File: src/rtl/afc_skid.sv
`default_nettype none
// ----------------------------------------------------------------------------
// afc_skid: output register with a spare entry
// Breaks the ready path from the output side back into the pipeline.
// ----------------------------------------------------------------------------
module afc_skid (
	input  wire logic clk,
	input  wire logic arst_n,
	input  wire logic in_valid,
	output logic      in_ready,
	input  wire logic in_data,
	output logic      out_valid,
	input  wire logic out_ready,
	output logic      out_data
);

	logic out_v_q, spare_v_q;
	logic out_d_q, spare_d_q;

	assign in_ready = !spare_v_q;

	// valid control
	always_ff @(posedge clk or negedge arst_n) begin
		if (!arst_n) begin
			out_v_q   <= 1'b0;
			spare_v_q <= 1'b0;
		end else if (!out_v_q || out_ready) begin
			out_v_q   <= spare_v_q || in_valid;
			spare_v_q <= 1'b0;
		end else if (in_valid && in_ready) begin
			spare_v_q <= 1'b1;
		end
	end

	// data path
	always_ff @(posedge clk) begin
		if (!out_v_q || out_ready) begin
			out_d_q <= spare_v_q ? spare_d_q : in_data;
		end else if (in_valid && in_ready) begin
			spare_d_q <= in_data;
		end
	end

	assign out_valid = out_v_q;
	assign out_data  = out_d_q;

	// spare only fills behind a held output
	a_spare_order: assert property (@(posedge clk) disable iff (!arst_n)
		spare_v_q |-> out_v_q)
		else $error("spare entry valid with empty output");

	// an item arriving at a blocked output lands in the spare
	a_spare_fill: assert property (@(posedge clk) disable iff (!arst_n)
		out_v_q && !out_ready && in_valid && in_ready |=> spare_v_q)
		else $error("item lost at blocked output");

	// spare only rises when the output was blocked
	a_spare_rise: assert property (@(posedge clk) disable iff (!arst_n)
		$rose(spare_v_q) |-> $past(out_v_q && !out_ready))
		else $error("spare filled while output was free");

endmodule
`default_nettype wire

File: config.mk
export PLATFORM = sky130hd
export DESIGN_NAME = afc_skid
export DESIGN_NICKNAME = d
export VERILOG_FILES = /design/src/rtl/afc_skid.sv
export SDC_FILE = /design/constraint.sdc
export NUM_CORES = 1
export LEC_CHECK = 0
export BUFFER_PORTS_ARGS = -buffer_cell sky130_fd_sc_hd__buf_2
export CAP_MARGIN = 20
export CORE_AREA = 2 2 39 41
export DETAILED_ROUTE_END_ITERATION = 16
export DIE_AREA = 0 0 41 43
export PLACE_DENSITY = 0.38
export SLEW_MARGIN = 5
export SYNTH_ARGS = -nofsm -noshare
export SYNTH_HDL_FRONTEND = slang
export SYNTH_SLANG_ARGS = --single-unit
File: constraint.sdc
create_clock -name clk -period 1.9 [get_ports clk]
set_input_delay 0.095 -clock clk [delete_from_list [all_inputs] [get_ports clk]]
set_output_delay 0.095 -clock clk [all_outputs]
set_load 0.02 [all_outputs]
==> results.yml <==
floorplan:
  core_region_area_mm2: 0.00138
  floorplan.initialDensity: 0.120
  dieArea_mm2: 0.00176
  die_h_um: 43
  die_w_um: 41
  ioPinCount: 8
  num_rows: 14
global_route:
  track_usage: 0.0594
  grt_pass1_vias: 146
  grt_pass1_wl_um: 558
  grt_max_degree: 5
  overflow: 0
  antenna_found_initial: 0
route:
  dr_total_vias: 122
  wirelength_um: 322
  viasPerCell: 3.13
  drt_iter0_markers: 0
  drc: 0
  firstDrtPassIters: 1
  wl_per_cell_um: 8.26
  ant_nets: 0
final_layout:
  utilization: 0.186
  layout-drive-gt1-share: 0.565
  final_cell_mix: "buf_2 (7), clkbuf_4 (3), nor2_1 (2), edfxtp_1 (2), dfrtp_1 (2)"
  insertedDiodeCount: 0
  layout.nets: 29
  finalNonFillerCells: 39
  area_delta_synth_final_pct: 54.9
  layout_commonest_cell: "buf_2"
  final_area_um2: 258
worst_setup_path:
  critPathTopFamily: "flip-flops"
  cp_num_buf_inv: 2
  start_kind: "flip-flop"
  critical_path_class: "reg -> out"
  path_max_fanout: 4
  max_stage_delay_ns: 0.41
  required_ns: 1.80
  critPathCaptureType: "output port"
  worst_path_max_delay_cell: "dfrtp_1"
  r2r-start: "spare_v_q$_DFFE_PN0P_"
  cp-startpoint: "spare_v_q$_DFFE_PN0P_"
  worstPathArrival_ns: 0.87
  path_cells: "inv_1, buf_2"
job:
  drv_cap: 0
cts:
  ctsHtreeMaxLevel: 1
  cts_tree: "built"
  cts_resized: 0
  insertion_delay_ns: 0.25
  cts_buffer_depth: 2
  path_clk_slew_ns: 0.05
  root_buffer: "clkbuf_4"
  cts_buffers: 3
  cts_num_sinks: 4
sta:
  max_freq_mhz: 1040
  min_period_ns: 0.962
  setup_viol: 0
  finalMaxSlewViolations: 0
  finalHoldViolations: 0
  rsz0062_at_grt: "no"
  slew_headroom: 0.891
  min_period_over_period: 0.506
  finalClockSkew_ns: 0.0122
  worst_slew_pin_slew_ns: 0.163
  setup_tns_ns: 0
logic_synthesis:
  syn_inst: 11
  syn_area_per_cell_um2: 15.1
  seq_area_frac_synth: 0.662
  ys_warn_count: 0
  synth_top_area_share: 0.361
  yosys.area.top_type: "edfxtp_1"
  ys_types: 8
  syn_nets: 16
  synth_area_um2: 166
  ys_ff_latch: 4
  synthTopCellsByArea: "edfxtp_1 (36%), dfrtp_1 (30%), mux2_4 (9.0%)"
worst_hold_path:
  holdCritStartpoint: "in_data"
  hold_path.class: "in -> reg"
place:
  placed_area_um2: 221
  dp_cells: 34
  gp_congestion: 0.620
  io_buffers: 7
power:
  peakVddDrop_mv: 0.269
  p_leak_nw: 0.116
  power.density_mw_per_mm2: 988
status:
  status: "finished clean"
[cell type report]
type                    instances  area, µm²
fillers                       155       1130
flip-flops and latches          4        110
multi-input cells               6       52.6
repair buffers                  8       45.0
clock buffers                   4       26.3
well taps                      16       20.0
inverters                       1       3.75
[power breakdown]
group / switching [mW] / leakage (nW) / internal, mW
Combinational: 0.0157 / 0.0584 / 0.0153
Sequential: 0.00461 / 0.0424 / 0.0986
Clock: 0.0413 / 0.0150 / 0.0792
Total: 0.0617 / 0.116 / 0.193
[flip-flops by register name (all words and copies together) (netlist names)]
name       flops
out_data       1
out_valid      1
spare_d_q      1
spare_v_q      1
[layer usage]
metal | global-route usage | vias to the layer above | share of wire
li1 | - | 61 | -
met1 | 0.0455 | 50 | 0.45
met2 | 0.0656 | 9 | 0.34
met3 | 0.0785 | 2 | 0.17
met4 | 0.0600 | 0 | 0.031
met5 | 0 | - | 0
[final timing paths]
path / end / slack [ns] / cells past startpoint
setup / recovery: in_ready / 0.94 / 2
hold / removal: spare_d_q$_DFFE_PP_ / 0.04 / 1
setup reg to reg: out_data$_DFFE_PP_ / 0.94 / 1
hold reg to reg: out_valid$_DFFE_PN0P_ / 0.55 / 2
max in group asynchronous: out_valid$_DFFE_PN0P_ / 1.63 / 2
min in group asynchronous: spare_v_q$_DFFE_PN0P_ / 0.17 / 2
[stage by stage]
stage,setup slack [ns],total power [mW],hold WS [ns]
2_1_floorplan,0.866,0.123,-0.201
3_3_place_gp,0.946,0.134,-0.118
3_5_place_dp,0.930,0.134,-0.118
4_1_cts,0.921,0.262,0.0377
5_1_grt,0.898,0.273,0.0328
6_report,0.938,0.255,0.0441
[Yosys cell counts]
cell type and instances:
nor2_1 2, mux2_4 1, dfrtp_1 2, edfxtp_1 2, nand2_1 1, inv_1 1, nand2b_4 1, nor3b_2 1
[timing repair]
action	in CTS	in global routing
endpoints found under the hold margin	2	0
hold buffers	1	0
setup buffers	0	0
[logic make-up (layout without fill, tap and decap cells)]
family        Yosys count  count (layout)  share of synthesized area
buf+inv                 1              13                     0.0225
simple gates            5               5                      0.226
mux                     1               1                     0.0902
flops                   4               4                      0.662
(Power assumes the default switching activity.)
