===== src/rtl/afc_pkg.sv =====
`default_nettype none
// ----------------------------------------------------------------------------
// afc_pkg: shared types and constants for the box-versus-frustum cull block
// Matrix layout, clip plane coefficients, input item layout and the
// helpers that form a plane from the view-projection matrix.
// ----------------------------------------------------------------------------
package afc_pkg;

	localparam int NumPairs  = 8;
	localparam int NumPlanes = 6;
	localparam int PairW     = 64;
	localparam int ElemW     = 32;
	// plane components are exact sums or differences of two elements
	localparam int CoefW     = ElemW + 1;
	// |A|+|B|+|C| is at most 3 * 2^32
	localparam int SpreadW   = CoefW + 1;

	typedef logic [NumPairs-1:0][PairW-1:0] mat_t;
	typedef logic [SpreadW-1:0]              spread_t;

	typedef struct packed {
		logic signed [CoefW-1:0] a;
		logic signed [CoefW-1:0] b;
		logic signed [CoefW-1:0] c;
		logic signed [CoefW-1:0] d;
	} plane_t;

	// one input item, last field in the low bits
	typedef struct packed {
		logic        [ElemW-1:0] box_size;
		logic signed [ElemW-1:0] center_z;
		logic signed [ElemW-1:0] center_y;
		logic signed [ElemW-1:0] center_x;
	} box_t;

	// identity matrix in Q16.16, pair 7 down to pair 0
	localparam mat_t MatReset = {
		64'd281474976710656, 64'd0, 64'd65536, 64'd0,
		64'd0, 64'd281474976710656, 64'd0, 64'd65536
	};

	// matrix element i, sign-extended by one bit
	function automatic logic signed [CoefW-1:0] elem(input mat_t m, input logic [3:0] i);
		logic [ElemW-1:0] e;
		e = i[0] ? m[i[3:1]][PairW-1:ElemW] : m[i[3:1]][ElemW-1:0];
		return $signed({e[ElemW-1], e});
	endfunction

	// plane p: left, right, bottom, top, near, far
	function automatic plane_t plane_of(input mat_t m, input logic [2:0] p);
		logic [1:0] k;
		logic       minus;
		plane_t     pl;
		k     = p[2:1];
		minus = p[0];
		pl.a = minus ? elem(m, 4'd3)  - elem(m, {2'b00, k}) : elem(m, 4'd3)  + elem(m, {2'b00, k});
		pl.b = minus ? elem(m, 4'd7)  - elem(m, {2'b01, k}) : elem(m, 4'd7)  + elem(m, {2'b01, k});
		pl.c = minus ? elem(m, 4'd11) - elem(m, {2'b10, k}) : elem(m, 4'd11) + elem(m, {2'b10, k});
		pl.d = minus ? elem(m, 4'd15) - elem(m, {2'b11, k}) : elem(m, 4'd15) + elem(m, {2'b11, k});
		return pl;
	endfunction

	// |A| + |B| + |C|
	function automatic spread_t spread_of(input plane_t pl);
		logic [CoefW-1:0] aa;
		logic [CoefW-1:0] ab;
		logic [CoefW-1:0] ac;
		aa = pl.a[CoefW-1] ? CoefW'(-pl.a) : CoefW'(pl.a);
		ab = pl.b[CoefW-1] ? CoefW'(-pl.b) : CoefW'(pl.b);
		ac = pl.c[CoefW-1] ? CoefW'(-pl.c) : CoefW'(pl.c);
		return SpreadW'(aa) + SpreadW'(ab) + SpreadW'(ac);
	endfunction

endpackage
`default_nettype wire


===== src/rtl/afc_plane.sv =====
`default_nettype none
// ----------------------------------------------------------------------------
// afc_plane: matrix registers and clip plane coefficients
// Holds the eight matrix pair registers and keeps registered copies of the
// six plane coefficient sets and their corner spreads.
// ----------------------------------------------------------------------------
module afc_plane
	import afc_pkg::*;
(
	input  wire logic                           clk,
	input  wire logic                           arst_n,
	input  wire logic                           cfg_we,
	input  wire logic [2:0]                     cfg_idx,
	input  wire logic [PairW-1:0]               cfg_wdata,
	output plane_t    [NumPlanes-1:0]           planes,
	output spread_t   [NumPlanes-1:0]           spreads
);

	mat_t                           mat_q;
	plane_t  [NumPlanes-1:0]        plane_q;
	spread_t [NumPlanes-1:0]        spread_q;

	// matrix registers, identity after reset
	always_ff @(posedge clk or negedge arst_n) begin
		if (!arst_n) begin
			mat_q <= MatReset;
		end else if (cfg_we) begin
			mat_q[cfg_idx] <= cfg_wdata;
		end
	end

	// plane coefficients are registered from the matrix, spreads from the registered coefficients
	always_ff @(posedge clk) begin
		for (int p = 0; p < NumPlanes; p++) begin
			plane_q[p]  <= plane_of(mat_q, 3'(p));
			spread_q[p] <= spread_of(plane_q[p]);
		end
	end

	assign planes  = plane_q;
	assign spreads = spread_q;

endmodule
`default_nettype wire


===== config.mk =====
export PLATFORM = sky130hd
export DESIGN_NAME = afc_plane
export DESIGN_NICKNAME = d
export VERILOG_FILES = /design/src/rtl/afc_pkg.sv /design/src/rtl/afc_plane.sv
export SDC_FILE = /design/constraint.sdc
export NUM_CORES = 2
export LEC_CHECK = 0
export BUFFER_PORTS_ARGS = -buffer_cell sky130_fd_sc_hd__buf_2
export CORE_MARGIN = 2
export CORE_UTILIZATION = 50
export CTS_CLUSTER_DIAMETER = 30
export DETAILED_ROUTE_END_ITERATION = 10
export PLACE_DENSITY = 0.69
export SLEW_MARGIN = 20
export SYNTH_ARGS = -nofsm -noshare
export SYNTH_HDL_FRONTEND = slang
export SYNTH_SLANG_ARGS = --single-unit

===== constraint.sdc =====
create_clock -name clk -period 6.3 [get_ports clk]
set_input_delay 0.63 -clock clk [delete_from_list [all_inputs] [get_ports clk]]
set_output_delay 0.63 -clock clk [all_outputs]
set_load 0.02 [all_outputs]

==> flow_summary.html <==
<table>
<tr><th>Metric</th><th>Value</th></tr>
<tr><th colspan="2">Clock network</th></tr>
<tr><td>TritonCTS clock tree</td><td>built</td></tr>
<tr><td>Total clock sinks</td><td>1493</td></tr>
<tr><td>Maximum level of the CTS H-tree</td><td>5</td></tr>
<tr><td>CTS Buf Count</td><td>about 360</td></tr>
<tr><td>Clock tree root buffer cell</td><td>sky130_fd_sc_hd__clkbuf_16</td></tr>
<tr><td>Buffer levels on the longest clock path</td><td>4</td></tr>
<tr><td>Clock-pin slew on the worst setup and hold paths</td><td>about 0.050 ns</td></tr>
<tr><td>Source-to-sink clock delay at the later pin of the worst-skew pair</td><td>roughly 0.99 ns</td></tr>
<tr><th colspan="2">Critical path</th></tr>
<tr><td>Data arrival, critical path</td><td>6.77 ns</td></tr>
<tr><td>Worst Setup Start Kind</td><td>flip-flop</td></tr>
<tr><td>Minimum setup slack among reg-to-reg paths</td><td>around 0.35 ns</td></tr>
<tr><td>Crit path max fanout</td><td>5</td></tr>
<tr><td>Data required time of the worst path</td><td>a little over 7 ns</td></tr>
<tr><td>Type of the worst setup path</td><td>flip-flop to flip-flop</td></tr>
<tr><td>Setup crit end kind</td><td>flip-flop</td></tr>
<tr><th colspan="2">Placed design</th></tr>
<tr><td>Global placer's final weighted congestion</td><td>between 1 and 1.5</td></tr>
<tr><td>HPWL reported at the end of detailed placement</td><td>360000 µm</td></tr>
<tr><td>Port-buffer cells</td><td>around 1100</td></tr>
<tr><td>Number of placed cells counting well taps</td><td>between 15000 and 20000</td></tr>
<tr><th colspan="2">Floorplanning</th></tr>
<tr><td>Core area</td><td>between 200000 and 250000 µm²</td></tr>
<tr><td>Die Width</td><td>around 460 µm</td></tr>
<tr><td>Vertical extent of the die</td><td>about 460 µm</td></tr>
<tr><td>IO Count</td><td>about 1100</td></tr>
<tr><td>Die Area</td><td>209000 µm²</td></tr>
<tr><td>Starting utilization of the core area</td><td>50.2%</td></tr>
<tr><td>Total number of placement rows</td><td>between 150 and 200</td></tr>
<tr><th colspan="2">Logic synthesis</th></tr>
<tr><td>Dominant register cell in the synthesized netlist</td><td>sky130_fd_sc_hd__dfxtp_1</td></tr>
<tr><td>Number of distinct standard cells referenced by the synthesized netlist</td><td>85</td></tr>
<tr><td>Seq/Total Area, Yosys</td><td>31.7%</td></tr>
<tr><td>Net count after synthesis</td><td>roughly 13000</td></tr>
<tr><td>Fraction of synthesis flops using an asynchronous set or reset pin</td><td>about a third</td></tr>
<tr><td>Cell area after technology mapping</td><td>~100000 µm²</td></tr>
<tr><td>Syn. warnings</td><td>0</td></tr>
<tr><td>Number of cells produced by synthesis</td><td>about 12000</td></tr>
<tr><td>Synthesized area per cell</td><td>8.84 µm²</td></tr>
<tr><td>Fraction of post-synthesis cell area in the top cell type by area</td><td>a little under a fifth</td></tr>
<tr><td>EDFF count, synth</td><td>0</td></tr>
<tr><td>Total of flip-flops plus latches after synthesis</td><td>between 1000 and 1500</td></tr>
<tr><td>Library cell occupying the most area in the post-synthesis netlist</td><td>sky130_fd_sc_hd__dfxtp_1</td></tr>
<tr><td>Synth top area cells</td><td>sky130_fd_sc_hd__dfxtp_1, sky130_fd_sc_hd__dfrtp_1, sky130_fd_sc_hd__ha_1</td></tr>
<tr><th colspan="2">Routing</th></tr>
<tr><td>Mean routed wirelength per cell</td><td>28.2 µm</td></tr>
<tr><td>Post-route DRC</td><td>0</td></tr>
<tr><td>Count of TritonRoute iterations in the first routing pass</td><td>8</td></tr>
<tr><td>Drt via density</td><td>roughly 6</td></tr>
<tr><td>Via count</td><td>between 90000 and 100k</td></tr>
<tr><td>Antenna Nets Post-Route</td><td>0</td></tr>
<tr><td>DRT iter0 DRCs</td><td>roughly 9000</td></tr>
<tr><td>Wirelength, routed</td><td>444000 µm</td></tr>
<tr><th colspan="2">GRT</th></tr>
<tr><td>Final global-route overflow total</td><td>0</td></tr>
<tr><td>Initial antenna violation count</td><td>56</td></tr>
<tr><td>Vias in the first global route</td><td>91900</td></tr>
<tr><td>Global Route Usage Sum</td><td>41.1%</td></tr>
<tr><td>First-pass GRT wire length</td><td>~630000 µm</td></tr>
<tr><td>Maximum number of pins on one net before global-route repair</td><td>roughly 130</td></tr>
<tr><th colspan="2">STA</th></tr>
<tr><td>Clock period minus worst slack</td><td>slightly below 6 ns</td></tr>
<tr><td>Transition at the pin with the smallest max-transition slack</td><td>roughly 1.2 ns</td></tr>
<tr><td>Setup repair after global routing missed its margin</td><td>false</td></tr>
<tr><td>Finish-stage setup viols</td><td>0</td></tr>
<tr><td>Max-slew headroom at the worst pin</td><td>20.5%</td></tr>
<tr><td>Number of max-slew violations in the final report</td><td>0</td></tr>
<tr><td>Final TNS setup</td><td>0 ns</td></tr>
<tr><td>Timing-limited maximum frequency</td><td>168 MHz</td></tr>
<tr><td>Final Skew</td><td>around 0.085 ns</td></tr>
<tr><td>Fraction of the cycle the final worst path needs</td><td>94.5%</td></tr>
<tr><td>Hold Violations, Final</td><td>0</td></tr>
<tr><th colspan="2">Run</th></tr>
<tr><td>Number of maximum-capacitance constraint violations</td><td>0</td></tr>
<tr><th colspan="2">Cells and area</th></tr>
<tr><td>Final Instance Count excl. Fillers</td><td>approximately 16000</td></tr>
<tr><td>Share of final-layout standard cells stronger than drive strength 1</td><td>17.3%</td></tr>
<tr><td>Fill cell count</td><td>between 15000 and 20000</td></tr>
<tr><td>Synthesis-to-finish area growth</td><td>20.3%</td></tr>
<tr><td>Layout net count</td><td>approximately 14000</td></tr>
<tr><th colspan="2">Run status</th></tr>
<tr><td>Result of the run</td><td>finished, final reports clean</td></tr>
<tr><th colspan="2">Worst hold path</th></tr>
<tr><td>Tightest Hold Check Type</td><td>input pin to flip-flop</td></tr>
</table>
[cell families after synthesis]
kind of cell,share of synthesized area [%]
adder cells (fa/ha/maj),16.3
AND/OR/NAND/NOR,12.3
flip-flops,31.7
buffers and inverters,6.04
XOR/XNOR,11.8
multiplexers,3.35
AO/OA/AOI/OAI,18.5
[critical path, cell delays in order (launching register included)]
cell and delay [ns]:
sky130_fd_sc_hd__dfxtp_1 0.34, sky130_fd_sc_hd__or4_4 0.55, sky130_fd_sc_hd__nor2_2 0.11, sky130_fd_sc_hd__nand2_1 0.10
sky130_fd_sc_hd__or4_4 0.46, sky130_fd_sc_hd__or4_1 0.52, sky130_fd_sc_hd__or4_4 0.47, sky130_fd_sc_hd__or3_1 0.39
sky130_fd_sc_hd__or4_4 0.45, sky130_fd_sc_hd__o31ai_1 0.25, sky130_fd_sc_hd__xor2_1 0.13, sky130_fd_sc_hd__fa_1 0.55
sky130_fd_sc_hd__inv_1 0.04, sky130_fd_sc_hd__ha_1 0.28, sky130_fd_sc_hd__a21o_1 0.19, sky130_fd_sc_hd__a21o_1 0.17
sky130_fd_sc_hd__a21oi_1 0.16, sky130_fd_sc_hd__buf_4 0.17, sky130_fd_sc_hd__mux2i_1 0.18, sky130_fd_sc_hd__nand2_1 0.06
sky130_fd_sc_hd__a311oi_1 0.24
[flip-flops by register name, summed over array words and instances, names as in the netlist]
name / flops
mat_q: 512
spreads: 201
planes: 780
[final timing paths]
kind | from | to | depth (start not counted)
worst min-delay path | cfg_wdata[32] | mat_q[96] | 3
worst max-delay path | planes[433] | spreads[134] | 20
worst min register to register | mat_q[176] | mat_q[176] | 2
max in group asynchronous | arst_n | mat_q[341] | 3
worst max register to register | planes[433] | spreads[134] | 20
min in group asynchronous | arst_n | mat_q[54] | 2
[cells in the mapped netlist (23+ instances only)]
cell type	n
sky130_fd_sc_hd__o21bai_1	207
sky130_fd_sc_hd__mux2_2	297
sky130_fd_sc_hd__a211oi_1	80
sky130_fd_sc_hd__dfxtp_1	981
sky130_fd_sc_hd__o41ai_1	86
sky130_fd_sc_hd__xnor2_1	762
sky130_fd_sc_hd__or2_2	53
sky130_fd_sc_hd__o31a_1	29
sky130_fd_sc_hd__nand2b_1	163
sky130_fd_sc_hd__a21o_1	251
sky130_fd_sc_hd__nor2b_1	121
sky130_fd_sc_hd__nor3_1	193
sky130_fd_sc_hd__or3_1	105
sky130_fd_sc_hd__a21boi_0	23
sky130_fd_sc_hd__fa_1	225
sky130_fd_sc_hd__ha_1	978
sky130_fd_sc_hd__nand2_1	700
sky130_fd_sc_hd__o211ai_1	37
sky130_fd_sc_hd__nor2_1	703
sky130_fd_sc_hd__nand4_1	61
sky130_fd_sc_hd__dfrtp_1	508
sky130_fd_sc_hd__a21oi_1	835
sky130_fd_sc_hd__o31ai_1	221
sky130_fd_sc_hd__a2111oi_0	28
sky130_fd_sc_hd__and3_1	45
sky130_fd_sc_hd__nand3_1	117
sky130_fd_sc_hd__clkbuf_1	394
sky130_fd_sc_hd__or4_1	113
sky130_fd_sc_hd__inv_1	1192
sky130_fd_sc_hd__xor2_1	620
sky130_fd_sc_hd__nor4_1	81
sky130_fd_sc_hd__o21ai_0	787
sky130_fd_sc_hd__a31oi_1	87
sky130_fd_sc_hd__a211o_1	30
sky130_fd_sc_hd__o21a_1	89
[metrics by stage]
step                      cell area [µm²]  util (%)  hold slack [ns]  setup WS, ns
final                              123000      60.4           0.0805         0.346
after global routing               123000      60.3           0.0718       0.00156
after CTS                          123000      60.3           0.0254         0.339
after detailed placement           111000      54.2            0.518         0.377
after global placement             111000      54.2            0.506         0.433
after floorplan                    102000         -            0.334         0.566
[cell type report]
type / instances / area (µm²) / area share [%]
timing repair buffer: 1220 / 6560 / 5.32
multi-input combinational: 8469 / 63900 / 51.8
clock inverter: 226 / 2740 / 2.22
sequential: 1493 / 32500 / 26.3
tap: 2688 / 3360 / 2.73
clock buffer: 416 / 9690 / 7.86
inverter: 1205 / 4520 / 3.67
antenna: 26 / 65.1 / 0.0528
[placed cells by master (no fill, tap or decap), types with 51 or more instances in the layout]
| master | instances |
|---|---|
| sky130_fd_sc_hd__a31oi_1 | 87 |
| sky130_fd_sc_hd__o41ai_1 | 86 |
| sky130_fd_sc_hd__xor2_1 | 620 |
| sky130_fd_sc_hd__nor4_1 | 80 |
| sky130_fd_sc_hd__or4_1 | 112 |
| sky130_fd_sc_hd__clkbuf_16 | 367 |
| sky130_fd_sc_hd__o31ai_1 | 221 |
| sky130_fd_sc_hd__buf_2 | 1064 |
| sky130_fd_sc_hd__or3_1 | 105 |
| sky130_fd_sc_hd__dfrtp_1 | 508 |
| sky130_fd_sc_hd__nand2_1 | 700 |
| sky130_fd_sc_hd__ha_1 | 978 |
| sky130_fd_sc_hd__xnor2_1 | 762 |
| sky130_fd_sc_hd__inv_6 | 51 |
| sky130_fd_sc_hd__dfxtp_1 | 980 |
| sky130_fd_sc_hd__o21bai_1 | 207 |
| sky130_fd_sc_hd__o21ai_0 | 786 |
| sky130_fd_sc_hd__mux2_2 | 297 |
| sky130_fd_sc_hd__buf_4 | 150 |
| sky130_fd_sc_hd__nor2_1 | 703 |
| sky130_fd_sc_hd__a21o_1 | 251 |
| sky130_fd_sc_hd__a211oi_1 | 80 |
| sky130_fd_sc_hd__or2_2 | 53 |
| sky130_fd_sc_hd__nand3_1 | 117 |
| sky130_fd_sc_hd__nand2b_1 | 162 |
| sky130_fd_sc_hd__nor3_1 | 191 |
| sky130_fd_sc_hd__a21oi_1 | 835 |
| sky130_fd_sc_hd__inv_1 | 1192 |
| sky130_fd_sc_hd__nor2b_1 | 121 |
| sky130_fd_sc_hd__nand4_1 | 61 |
| sky130_fd_sc_hd__o21a_1 | 89 |
| sky130_fd_sc_hd__fa_1 | 225 |
[layer usage]
metal / track usage (%) / share of wire [%] / vias up
met5: 0 / 0.024 / -
met4: 29.3 / 8.1 / 16
met3: 10.9 / 9.1 / 1259
met2: 65.8 / 45 / 4783
met1: 47.7 / 37 / 45600
li1: - / - / 42400
[what timing repair did]
item / in CTS / in global routing
buffers inserted: 0 / 0
setup endpoints to repair: 0 / 2
hold buffers: 1 / 0
endpoints found under the hold margin: 55 / 0
resized for setup: 0 / 3
Power is not shown: default switching activity piles up to over one toggle a cycle in this logic, so the estimate is an artifact.
